==> src/rtl/efi_pkg.sv <==
package efi_pkg;

  localparam int unsigned IMAGE_WIDTH  = 1024;
  localparam int unsigned IMAGE_HEIGHT = 1024;
  localparam int unsigned DIM_W        = 13;

  localparam int unsigned FRAC_BITS = 28;
  localparam int unsigned Q_W       = 32;
  localparam int unsigned PIX_W     = 10;
  localparam int unsigned CNT_W     = 10;
  localparam int unsigned MODE_W    = 2;

  localparam logic [63:0] ESCAPE_Q856 = 64'h0400_0000_0000_0000;

  // configuration register indexes
  localparam int unsigned CFG_IDX_W = 3;
  localparam logic [CFG_IDX_W-1:0] REG_MODE     = 3'd0;
  localparam logic [CFG_IDX_W-1:0] REG_LIMIT    = 3'd1;
  localparam logic [CFG_IDX_W-1:0] REG_X_ORIGIN = 3'd2;
  localparam logic [CFG_IDX_W-1:0] REG_Y_ORIGIN = 3'd3;
  localparam logic [CFG_IDX_W-1:0] REG_X_STEP   = 3'd4;
  localparam logic [CFG_IDX_W-1:0] REG_Y_STEP   = 3'd5;
  localparam logic [CFG_IDX_W-1:0] REG_JULIA_RE = 3'd6;
  localparam logic [CFG_IDX_W-1:0] REG_JULIA_IM = 3'd7;

  localparam logic [MODE_W-1:0] MODE_MANDEL = 2'd0;
  localparam logic [MODE_W-1:0] MODE_JULIA  = 2'd1;
  localparam logic [MODE_W-1:0] MODE_SHIP   = 2'd2;

  localparam int unsigned QUEUE_DEPTH = 2;
  localparam int unsigned QUEUE_PTR_W = (QUEUE_DEPTH > 1) ? $clog2(QUEUE_DEPTH) : 1;
  localparam int unsigned QUEUE_CNT_W = $clog2(QUEUE_DEPTH + 1);

  typedef struct packed {
    logic [PIX_W-1:0] pixel_x;
    logic [PIX_W-1:0] pixel_y;
  } efi_in_t;

  typedef struct packed {
    logic [PIX_W-1:0] out_x;
    logic [PIX_W-1:0] out_y;
    logic [CNT_W-1:0] iterations;
  } efi_out_t;

  typedef struct packed {
    logic [MODE_W-1:0]     mode;
    logic [CNT_W-1:0]      iteration_limit;
    logic signed [Q_W-1:0] x_origin;
    logic signed [Q_W-1:0] y_origin;
    logic signed [Q_W-1:0] x_step;
    logic signed [Q_W-1:0] y_step;
    logic signed [Q_W-1:0] julia_c_real;
    logic signed [Q_W-1:0] julia_c_imag;
  } efi_cfg_t;

  // one classified pixel, ready for the iteration engine
  typedef struct packed {
    logic [PIX_W-1:0]      px;
    logic [PIX_W-1:0]      py;
    logic signed [Q_W-1:0] zr;
    logic signed [Q_W-1:0] zi;
    logic signed [Q_W-1:0] cr;
    logic signed [Q_W-1:0] ci;
    logic                  ship;
    logic                  skip;
  } efi_job_t;

  function automatic logic signed [Q_W-1:0] sat_q(input logic signed [63:0] v);
    logic signed [63:0] qmax;
    logic signed [63:0] qmin;
    qmax = 64'sh0000_0000_7FFF_FFFF;
    qmin = -64'sh0000_0000_8000_0000;
    if (v > qmax) begin
      sat_q = 32'sh7FFF_FFFF;
    end else if (v < qmin) begin
      sat_q = 32'sh8000_0000;
    end else begin
      sat_q = v[Q_W-1:0];
    end
  endfunction

  // -8.0 maps to the largest positive value
  function automatic logic signed [Q_W-1:0] abs_q(input logic signed [Q_W-1:0] v);
    if (!v[Q_W-1]) begin
      abs_q = v;
    end else if (v == 32'sh8000_0000) begin
      abs_q = 32'sh7FFF_FFFF;
    end else begin
      abs_q = -v;
    end
  endfunction

endpackage

==> src/rtl/efi_front.sv <==
module efi_front import efi_pkg::*; (
  input  efi_cfg_t cfg_i,
  input  efi_in_t  item_i,
  output efi_job_t job_o
);

  logic signed [42:0] prod_x;
  logic signed [42:0] prod_y;
  logic signed [43:0] sum_x;
  logic signed [43:0] sum_y;
  logic signed [Q_W-1:0] pr;
  logic signed [Q_W-1:0] pi;
  logic inside_img;

  always_comb begin
    prod_x = $signed({1'b0, item_i.pixel_x}) * cfg_i.x_step;
    prod_y = $signed({1'b0, item_i.pixel_y}) * cfg_i.y_step;
    sum_x  = 44'(prod_x) + 44'(cfg_i.x_origin);
    sum_y  = 44'(prod_y) + 44'(cfg_i.y_origin);
    pr     = sat_q(64'(sum_x));
    pi     = sat_q(64'(sum_y));

    inside_img = ({{(DIM_W-PIX_W){1'b0}}, item_i.pixel_x} < DIM_W'(IMAGE_WIDTH)) &&
                 ({{(DIM_W-PIX_W){1'b0}}, item_i.pixel_y} < DIM_W'(IMAGE_HEIGHT));

    job_o.px   = item_i.pixel_x;
    job_o.py   = item_i.pixel_y;
    job_o.ship = cfg_i.mode[1];
    job_o.skip = !inside_img || (cfg_i.iteration_limit == '0);
    if (cfg_i.mode == MODE_JULIA) begin
      job_o.zr = pr;
      job_o.zi = pi;
      job_o.cr = cfg_i.julia_c_real;
      job_o.ci = cfg_i.julia_c_imag;
    end else begin
      job_o.zr = '0;
      job_o.zi = '0;
      job_o.cr = pr;
      job_o.ci = pi;
    end
  end

endmodule

==> config.mk <==
export PLATFORM = sky130hd
export DESIGN_NAME = efi_front
export DESIGN_NICKNAME = d
export VERILOG_FILES = /design/src/rtl/efi_pkg.sv /design/src/rtl/efi_front.sv
export SDC_FILE = /design/constraint.sdc
export NUM_CORES = 2
export LEC_CHECK = 0
export BUFFER_PORTS_ARGS = -buffer_cell sky130_fd_sc_hd__buf_2
export CAP_MARGIN = 20
export CORE_MARGIN = 2
export CORE_UTILIZATION = 50
export DETAILED_ROUTE_END_ITERATION = 7
export PLACE_DENSITY = 0.81
export SYNTH_ARGS = -nofsm -noshare
export SYNTH_HDL_FRONTEND = slang
export SYNTH_SLANG_ARGS = --single-unit
export TNS_END_PERCENT = 5
==> constraint.sdc <==
create_clock -name vclk -period 15.2
set_input_delay 3.04 -clock vclk [all_inputs]
set_output_delay 3.04 -clock vclk [all_outputs]
set_load 0.02 [all_outputs]
==> metrics.txt <==
status finished clean; nets@finish 4548; first-pass GRT wire length 120000 um; Max Cap Viol 0; min-delay src cfg_i[200]; Min-Delay Path Class in2out; die area approximately 0.056 mm^2; Total GRT Usage 26.3%; vias per std cell 5.46; Final ANT Viol Nets 0; fraction of layout cells with a size suffix above 1 12.3%; Avg Inst Size Synth 8.03 um^2; Syn Std Cell Area 0.0269 mm^2; synth warn 0; RSZ-0062 raised after global routing no; number of global-route vias before repair 23700; Area contributors post-synth fa_1 46%, inv_1 12%, ha_1 8.8%, nand2_1 8.8%, and2_1 3.9%; Mapped Nets 4383; Peak Freq ~74 MHz; DRC Markers 0; Die Y 236 um; total negative slack 0 ps; area delta synth->final 7.16%; routability cong. around 0.96; Layout Cells excl Fill between 4000 and 5000; Worst Setup End Kind primary output; Ports 374; Core ar. 0.0535 mm^2; drt wl/cell 17.1 um; post-CTS setup buffer count 0; Clock buffer cells 0; FF+latch area 0 um^2; Crit Path Category in2out; Post-synth top cells 828 x inv_1, 629 x nand2_1, 616 x fa_1; Period Utilization, post-route 89.1%; row cnt 85; Worst-Margin Slew between 900 and 1000 ps; Final setup viols 0; largest net degree at the start of global routing 67; CTS Hold Bufs 0; top-count cell post-synth inv_1; Rel. slew slack 39.3%; max-slew violation count 0; critical path startpoint category primary input; # resized after CTS 0; Yosys top cell area share 45.8%; detailed-placement wirelength estimate 60700 um; initial antenna violation count 3; min Tclk post-route 13540 ps; via count 23000; dominant cell type by area after synthesis fa_1; Synth cell types 77; cell count after synthesis about 3400; 1st-pass router iterations 6; Starting Density 50.3%; Antenna diodes 0; Cells after DPL 4209; Hold Path Sink job_o[0]; PortBufs 374; arrival time worst endpoint 10500 ps; DIE WIDTH 236 um; crit-path max FO 33; final hold vios 0; GRT overflow 0; Fill cells 4860; hold depth 3; Worst EP required 12160 ps; sequential cell count 0; sequential element share of the synthesized area 0%; Iteration-0 DRC Markers between 1500 and 2000; Post-Route WL 72200 um
metrics by stage:
stage | hold slack [ps] | cell area [um^2] | util [%] | worst slack, ps
finish | 6340 | 28800 | 53.9 | 1660
global route | 6350 | 28800 | 53.9 | 1360
CTS | 6340 | 28800 | 53.8 | 1600
detailed placement | 6340 | 28800 | 53.8 | 1620
global placement | 6330 | 28800 | 53.8 | 1670
floorplan | 6170 | 26900 | - | 3100
worst max-delay path: stages:
cell and delay, ps:
buf_2 560, nand2_1 200, fa_1 600, fa_1 450, fa_1 570, inv_1 60, fa_1 480, inv_1 50
fa_1 480, inv_1 40, ha_1 330, a21oi_1 300, nand2_1 90, o21ai_1 380, o211ai_2 180, a211oi_2 370
o21ai_1 140, xor2_1 190, or4b_1 600, o211ai_2 710, buf_4 350, o31ai_1 100, buf_2 190
layout by cell type, fill, tap and decap left out, types with 7 or more instances in the layout:
cell type and n:
inv_1 828, nand2_1 629, fa_1 616, buf_2 374
ha_1 190, and2_1 168, nor2_1 106, a21oi_1 91
o21ai_0 75, xnor2_1 42, xor2_1 37, o31ai_1 34
a211oi_1 33, nand4_1 30, a21o_1 27, o311ai_1 18
nand3_1 17, o211ai_1 16, o21bai_1 14, or3_1 11
o21ai_1 11, nor3_1 10, a31oi_1 9, o21a_1 8
buf_4 8, a311oi_1 7
per-layer routing:
metal | GRT usage [%] | up-vias | part of all wire (%)
li1 | - | 10300 | -
met1 | 35.1 | 11300 | 40
met2 | 44.3 | 1165 | 48
met3 | 3.69 | 185 | 9.0
met4 | 8.51 | 6 | 3.5
met5 | 0 | - | 0.048
worst max path at each step:
stage                            end  startpoint  slack (ps)  cells after the start
after floorplan            job_o[39]  item_i[12]        3100                     22
after global placement     job_o[35]  item_i[12]        1670                     22
after detailed placement   job_o[35]  item_i[12]        1620                     22
after CTS                  job_o[35]  item_i[12]        1600                     22
after global routing      job_o[105]  item_i[12]        1360                     23
final                     job_o[105]  item_i[12]        1660                     23
area by class of cell:
type | count | area [um^2] | share of cell area (%)
Inverter | 829 | 3110 | 10.8
Timing Repair Buffer | 386 | 2020 | 7.01
Tap cell | 696 | 871 | 3.02
Multi-Input combinational cell | 2301 | 22800 | 79.2
logic make-up after synthesis:
family	after synthesis	synth area share (%)
adders and majority gates	806	54.6
buffers and inverters	1052	15.3
xor gates and xnor gates	81	2.73
AOI/OAI and AO/OA	404	10.6
muxes	2	0.0744
and+or+nand+nor	1008	16.6
Power is left out: the tool's default activity adds up to more than one toggle a clock period on the data nets, which glitch-free logic cannot reach.
