`src/rtl/efi_pkg.sv`:
```
package efi_pkg;

  localparam int unsigned IMAGE_WIDTH  = 1024;
  localparam int unsigned IMAGE_HEIGHT = 1024;
  localparam int unsigned DIM_W        = 13;

  localparam int unsigned FRAC_BITS = 28;
  localparam int unsigned Q_W       = 32;
  localparam int unsigned PIX_W     = 10;
  localparam int unsigned CNT_W     = 10;
  localparam int unsigned MODE_W    = 2;

  localparam logic [63:0] ESCAPE_Q856 = 64'h0400_0000_0000_0000;

  // configuration register indexes
  localparam int unsigned CFG_IDX_W = 3;
  localparam logic [CFG_IDX_W-1:0] REG_MODE     = 3'd0;
  localparam logic [CFG_IDX_W-1:0] REG_LIMIT    = 3'd1;
  localparam logic [CFG_IDX_W-1:0] REG_X_ORIGIN = 3'd2;
  localparam logic [CFG_IDX_W-1:0] REG_Y_ORIGIN = 3'd3;
  localparam logic [CFG_IDX_W-1:0] REG_X_STEP   = 3'd4;
  localparam logic [CFG_IDX_W-1:0] REG_Y_STEP   = 3'd5;
  localparam logic [CFG_IDX_W-1:0] REG_JULIA_RE = 3'd6;
  localparam logic [CFG_IDX_W-1:0] REG_JULIA_IM = 3'd7;

  localparam logic [MODE_W-1:0] MODE_MANDEL = 2'd0;
  localparam logic [MODE_W-1:0] MODE_JULIA  = 2'd1;
  localparam logic [MODE_W-1:0] MODE_SHIP   = 2'd2;

  localparam int unsigned QUEUE_DEPTH = 2;
  localparam int unsigned QUEUE_PTR_W = (QUEUE_DEPTH > 1) ? $clog2(QUEUE_DEPTH) : 1;
  localparam int unsigned QUEUE_CNT_W = $clog2(QUEUE_DEPTH + 1);

  typedef struct packed {
    logic [PIX_W-1:0] pixel_x;
    logic [PIX_W-1:0] pixel_y;
  } efi_in_t;

  typedef struct packed {
    logic [PIX_W-1:0] out_x;
    logic [PIX_W-1:0] out_y;
    logic [CNT_W-1:0] iterations;
  } efi_out_t;

  typedef struct packed {
    logic [MODE_W-1:0]     mode;
    logic [CNT_W-1:0]      iteration_limit;
    logic signed [Q_W-1:0] x_origin;
    logic signed [Q_W-1:0] y_origin;
    logic signed [Q_W-1:0] x_step;
    logic signed [Q_W-1:0] y_step;
    logic signed [Q_W-1:0] julia_c_real;
    logic signed [Q_W-1:0] julia_c_imag;
  } efi_cfg_t;

  // one classified pixel, ready for the iteration engine
  typedef struct packed {
    logic [PIX_W-1:0]      px;
    logic [PIX_W-1:0]      py;
    logic signed [Q_W-1:0] zr;
    logic signed [Q_W-1:0] zi;
    logic signed [Q_W-1:0] cr;
    logic signed [Q_W-1:0] ci;
    logic                  ship;
    logic                  skip;
  } efi_job_t;

  function automatic logic signed [Q_W-1:0] sat_q(input logic signed [63:0] v);
    logic signed [63:0] qmax;
    logic signed [63:0] qmin;
    qmax = 64'sh0000_0000_7FFF_FFFF;
    qmin = -64'sh0000_0000_8000_0000;
    if (v > qmax) begin
      sat_q = 32'sh7FFF_FFFF;
    end else if (v < qmin) begin
      sat_q = 32'sh8000_0000;
    end else begin
      sat_q = v[Q_W-1:0];
    end
  endfunction

  // -8.0 maps to the largest positive value
  function automatic logic signed [Q_W-1:0] abs_q(input logic signed [Q_W-1:0] v);
    if (!v[Q_W-1]) begin
      abs_q = v;
    end else if (v == 32'sh8000_0000) begin
      abs_q = 32'sh7FFF_FFFF;
    end else begin
      abs_q = -v;
    end
  endfunction

endpackage

```
`src/rtl/efi_queue.sv`:
```
module efi_queue import efi_pkg::*; (
  input  logic     clk_i,
  input  logic     rst_ni,
  input  logic     wr_i,
  input  efi_job_t wr_data_i,
  output logic     full_o,
  input  logic     rd_i,
  output efi_job_t rd_data_o,
  output logic     empty_o
);

  efi_job_t                 mem_q [QUEUE_DEPTH];
  logic [QUEUE_PTR_W-1:0]   wr_ptr_q, wr_ptr_d;
  logic [QUEUE_PTR_W-1:0]   rd_ptr_q, rd_ptr_d;
  logic [QUEUE_CNT_W-1:0]   cnt_q, cnt_d;
  logic                     do_wr;
  logic                     do_rd;

  assign full_o    = (cnt_q == QUEUE_CNT_W'(QUEUE_DEPTH));
  assign empty_o   = (cnt_q == '0);
  assign rd_data_o = mem_q[rd_ptr_q];
  assign do_wr     = wr_i && !full_o;
  assign do_rd     = rd_i && !empty_o;

  always_comb begin
    wr_ptr_d = wr_ptr_q;
    rd_ptr_d = rd_ptr_q;
    cnt_d    = cnt_q;
    if (do_wr) begin
      wr_ptr_d = (wr_ptr_q == QUEUE_PTR_W'(QUEUE_DEPTH - 1)) ? '0 : wr_ptr_q + 1'b1;
    end
    if (do_rd) begin
      rd_ptr_d = (rd_ptr_q == QUEUE_PTR_W'(QUEUE_DEPTH - 1)) ? '0 : rd_ptr_q + 1'b1;
    end
    if (do_wr && !do_rd) begin
      cnt_d = cnt_q + 1'b1;
    end else if (do_rd && !do_wr) begin
      cnt_d = cnt_q - 1'b1;
    end
  end

  always_ff @(posedge clk_i or negedge rst_ni) begin
    if (!rst_ni) begin
      wr_ptr_q <= '0;
      rd_ptr_q <= '0;
      cnt_q    <= '0;
    end else begin
      wr_ptr_q <= wr_ptr_d;
      rd_ptr_q <= rd_ptr_d;
      cnt_q    <= cnt_d;
    end
  end

  always_ff @(posedge clk_i) begin
    if (do_wr) begin
      mem_q[wr_ptr_q] <= wr_data_i;
    end
  end

endmodule

```
`config.mk`:
```
export PLATFORM = sky130hd
export DESIGN_NAME = efi_queue
export DESIGN_NICKNAME = d
export VERILOG_FILES = /design/src/rtl/efi_pkg.sv /design/src/rtl/efi_queue.sv
export SDC_FILE = /design/constraint.sdc
export NUM_CORES = 1
export LEC_CHECK = 0
export ABC_AREA = 1
export BUFFER_PORTS_ARGS = -buffer_cell sky130_fd_sc_hd__buf_2
export CAP_MARGIN = 20
export CORE_MARGIN = 4
export CORE_UTILIZATION = 50
export DETAILED_ROUTE_END_ITERATION = 10
export PLACE_DENSITY = 0.83
export SLEW_MARGIN = 20
export SYNTH_ARGS = -nofsm -noshare
export SYNTH_HDL_FRONTEND = slang
export SYNTH_SLANG_ARGS = --single-unit
```
`constraint.sdc`:
```
create_clock -name clk_i -period 10.1 [get_ports clk_i]
set_input_delay 0.505 -clock clk_i [delete_from_list [all_inputs] [get_ports clk_i]]
set_output_delay 0.505 -clock clk_i [all_outputs]
set_load 0.05 [all_outputs]
```
==> results.json <==
{
  "avgViaCountPerCell": 4.960,
  "path_max_fanout": 93,
  "p_per_area_mw_per_mm2": 368.0,
  "syn_inst": 815,
  "nets": 1281,
  "drtIter0Drc": 517,
  "ctsResizeCount": 0,
  "synth.area.top_cells": "edfxtp_1, nand2_1, buf_6, buf_2, dfrtp_1",
  "clock_skew_ns": 0.006249,
  "drc": 0,
  "ctsHtreeMaxLevel": 1,
  "period_share_pct": 37.98,
  "crit_path_frequent_cell": "nand2_1",
  "cts_tree": "done",
  "clockRootBuffer": "clkbuf_16",
  "antenna_left": 0,
  "rsz0062_at_grt": "no",
  "max_freq_ghz": 0.2607,
  "cts_setup_buffers": 0,
  "area_growth_pct": 24.59,
  "synth_edf_count": 300,
  "drive_gt1_share_pct": 31.57,
  "async_reset_ff_share_pct": 1.316,
  "wl_per_cell_um": 17.27,
  "start_util_pct": 50.99,
  "synth_top_area_share_pct": 80.71,
  "final.setup.tns_ns": 0,
  "multi_input_comb_area_mm2": 0.001795,
  "synth_area_mm2": 0.01116,
  "fp.dieW_um": 157.4,
  "clk_path_buf_depth": 3,
  "postCtsHoldBufs": 1,
  "holdCritPathClass": "input port to flip-flop",
  "slowest_stage": "buf_4",
  "slew_headroom_pct": 31.06,
  "grt_pass1_wl_um": 37070,
  "dpl.hpwl_um": 15820,
  "seqCellArea_mm2": 0.009112,
  "track_usage_pct": 19.13,
  "synth_area_per_cell_um2": 13.70,
  "setup_viol": 0,
  "crit_path_start_kind": "flip-flop",
  "arrival_ns": 3.33,
  "synth_warnings": 0,
  "wl_met2_um": 12770,
  "end_kind": "output pin",
  "slew_viol_final": 0,
  "p_leak_nw": 6.005,
  "grt_pass1_vias": 7207,
  "port_buffers": 305,
  "clk_pin_slew_ns": 0.06,
  "gp_congestion": 0.7742,
  "syn-num-nets": 970,
  "postRouteWirelength_um": 24860,
  "clkSinkCount": 304,
  "cp.required_ns": 9.60,
  "highest_layer": "met5",
  "vdd_drop_max_v": 0.0002403,
  "std_cell_rows": 54,
  "yosysUniqueCellTypes": 15,
  "clk_latency_ns": 0.54,
  "hold_viol_final": 0,
  "met1_length_um": 8946,
  "placed_cell_area_mm2": 0.01286,
  "die_h_um": 157.4,
  "cp.buffers_inverters": 3,
  "period_minus_slack_ns": 3.836,
  "num_io_pins": 306,
  "path_class": "flip-flop to output pin",
  "ys_seq_area_share_pct": 81.61,
  "antenna_found_initial": 9,
  "cp_slowest_stage_delay_ns": 0.85,
  "drv_cap": 0,
  "tightest_slew_ns": 1.034,
  "crit_chain": "inv_4, buf_4, nand2_1, nand2_1, buf_2",
  "dr.pass1.iters": 5,
  "dr_wl_met3_um": 2092,
  "fin_area_mm2": 0.01391,
  "die_area_mm2": 0.02478,
  "run_status": "finished clean",
  "synth.most_common_cell": "nand2_1",
  "yosys-top-cells-count": "nand2_1, edfxtp_1, buf_2, buf_6, inv_1",
  "grt_start_max_net_pins": 105,
  "synth_ff_type": "edfxtp_1",
  "synth_top_area_cell": "edfxtp_1",
  "synth.ff_latch_count": 304,
  "fillers": 1608,
  "cpLargestDelayFamily": "buffers and inverters",
  "route.vias.total": 7138,
  "grt_overflow": 0,
  "cts_made_buffers": 30,
  "design.core.area_mm2": 0.02189
}
## flip-flops by register name, summed over array words and instances (netlist names)
| signal | cells |
|---|---|
| cnt_q | 2 |
| mem_q | 300 |
| wr_ptr_q | 1 |
| rd_ptr_q | 1 |
## final cells by class
class / instances / area share [%]
clock buffer: 38 / 5.983
inverter: 8 / 0.2699
multi-input combinational: 470 / 12.91
antenna: 9 / 0.1619
timing repair buffer: 312 / 11.57
clock inverter: 18 / 1.062
tap: 280 / 2.519
sequential: 304 / 65.52
## stage by stage
step / hold slack, ns / cells / utilization, % / total power [W] / setup WS, ns
2_1_floorplan: 0.2094 / 815 / - / 0.003593 / 2.601
3_3_place_gp: 0.3288 / 1372 / 58.74 / 0.004031 / 6.889
3_5_place_dp: 0.3250 / 1372 / 58.74 / 0.004070 / 6.879
4_1_cts: 0.1209 / 1429 / 63.27 / 0.005160 / 6.237
5_1_grt: 0.1241 / 1435 / 63.48 / 0.005364 / 6.069
6_report: 0.1526 / 1439 / 63.53 / 0.005118 / 6.264
## placed cells by master (no fill, tap or decap), types with 4 or more instances in the layout
| master | instances |
|---|---|
| buf_2 | 305 |
| clkbuf_1 | 4 |
| clkbuf_16 | 31 |
| clkinv_1 | 4 |
| clkinv_2 | 8 |
| diode_2 | 9 |
| edfxtp_1 | 300 |
| inv_1 | 6 |
| nand2_1 | 459 |
## cells by family (layout without fill, tap and decap cells)
group	count (synthesis)	after routing	share of synthesized area, %
other cells	0	9	0
flops	304	304	81.61
compound gates	2	2	0.08968
fa+ha+maj	1	1	0.1121
simple gates	466	466	15.74
xor+xnor	1	1	0.07848
buf+inv	41	376	2.376
## worst register-to-register path, stage by stage (launching register included)
cell     delay, ns
dfrtp_1       0.43
inv_1         0.11
o21ai_0       0.17
nor2_4        0.46
buf_16        0.24
buf_4         0.73
## report_power, final
group          internal [W]  switching, W
combinational      0.000402       0.00181
sequential          0.00172     0.0000988
clock              0.000633      0.000450
total               0.00276       0.00236
## layer usage
metal | GRT usage (%) | vias up
met5 | 0 | -
met4 | 7.661 | 8
met3 | 5.801 | 71
met2 | 32.89 | 293
met1 | 22.63 | 3379
li1 | - | 3387
## final timing paths
path | start | slack, ns | to | depth (start not counted)
worst max-delay path | rd_ptr_q$_DFFE_PN0P_ | 6.26 | rd_data_o[143] | 5
worst min-delay path | wr_data_i[15] | 0.15 | mem_q[1][15]$_DFFE_PP_ | 1
worst max register to register | cnt_q[1]$_DFFE_PN0P_ | 7.48 | mem_q[1][66]$_DFFE_PP_ | 5
worst min register to register | wr_ptr_q$_DFFE_PN0P_ | 0.50 | wr_ptr_q$_DFFE_PN0P_ | 2
max in group asynchronous | rst_ni | 9.64 | rd_ptr_q$_DFFE_PN0P_ | 2
min in group asynchronous | rst_ni | 0.32 | wr_ptr_q$_DFFE_PN0P_ | 2
Power figures use the tool's default switching activity.
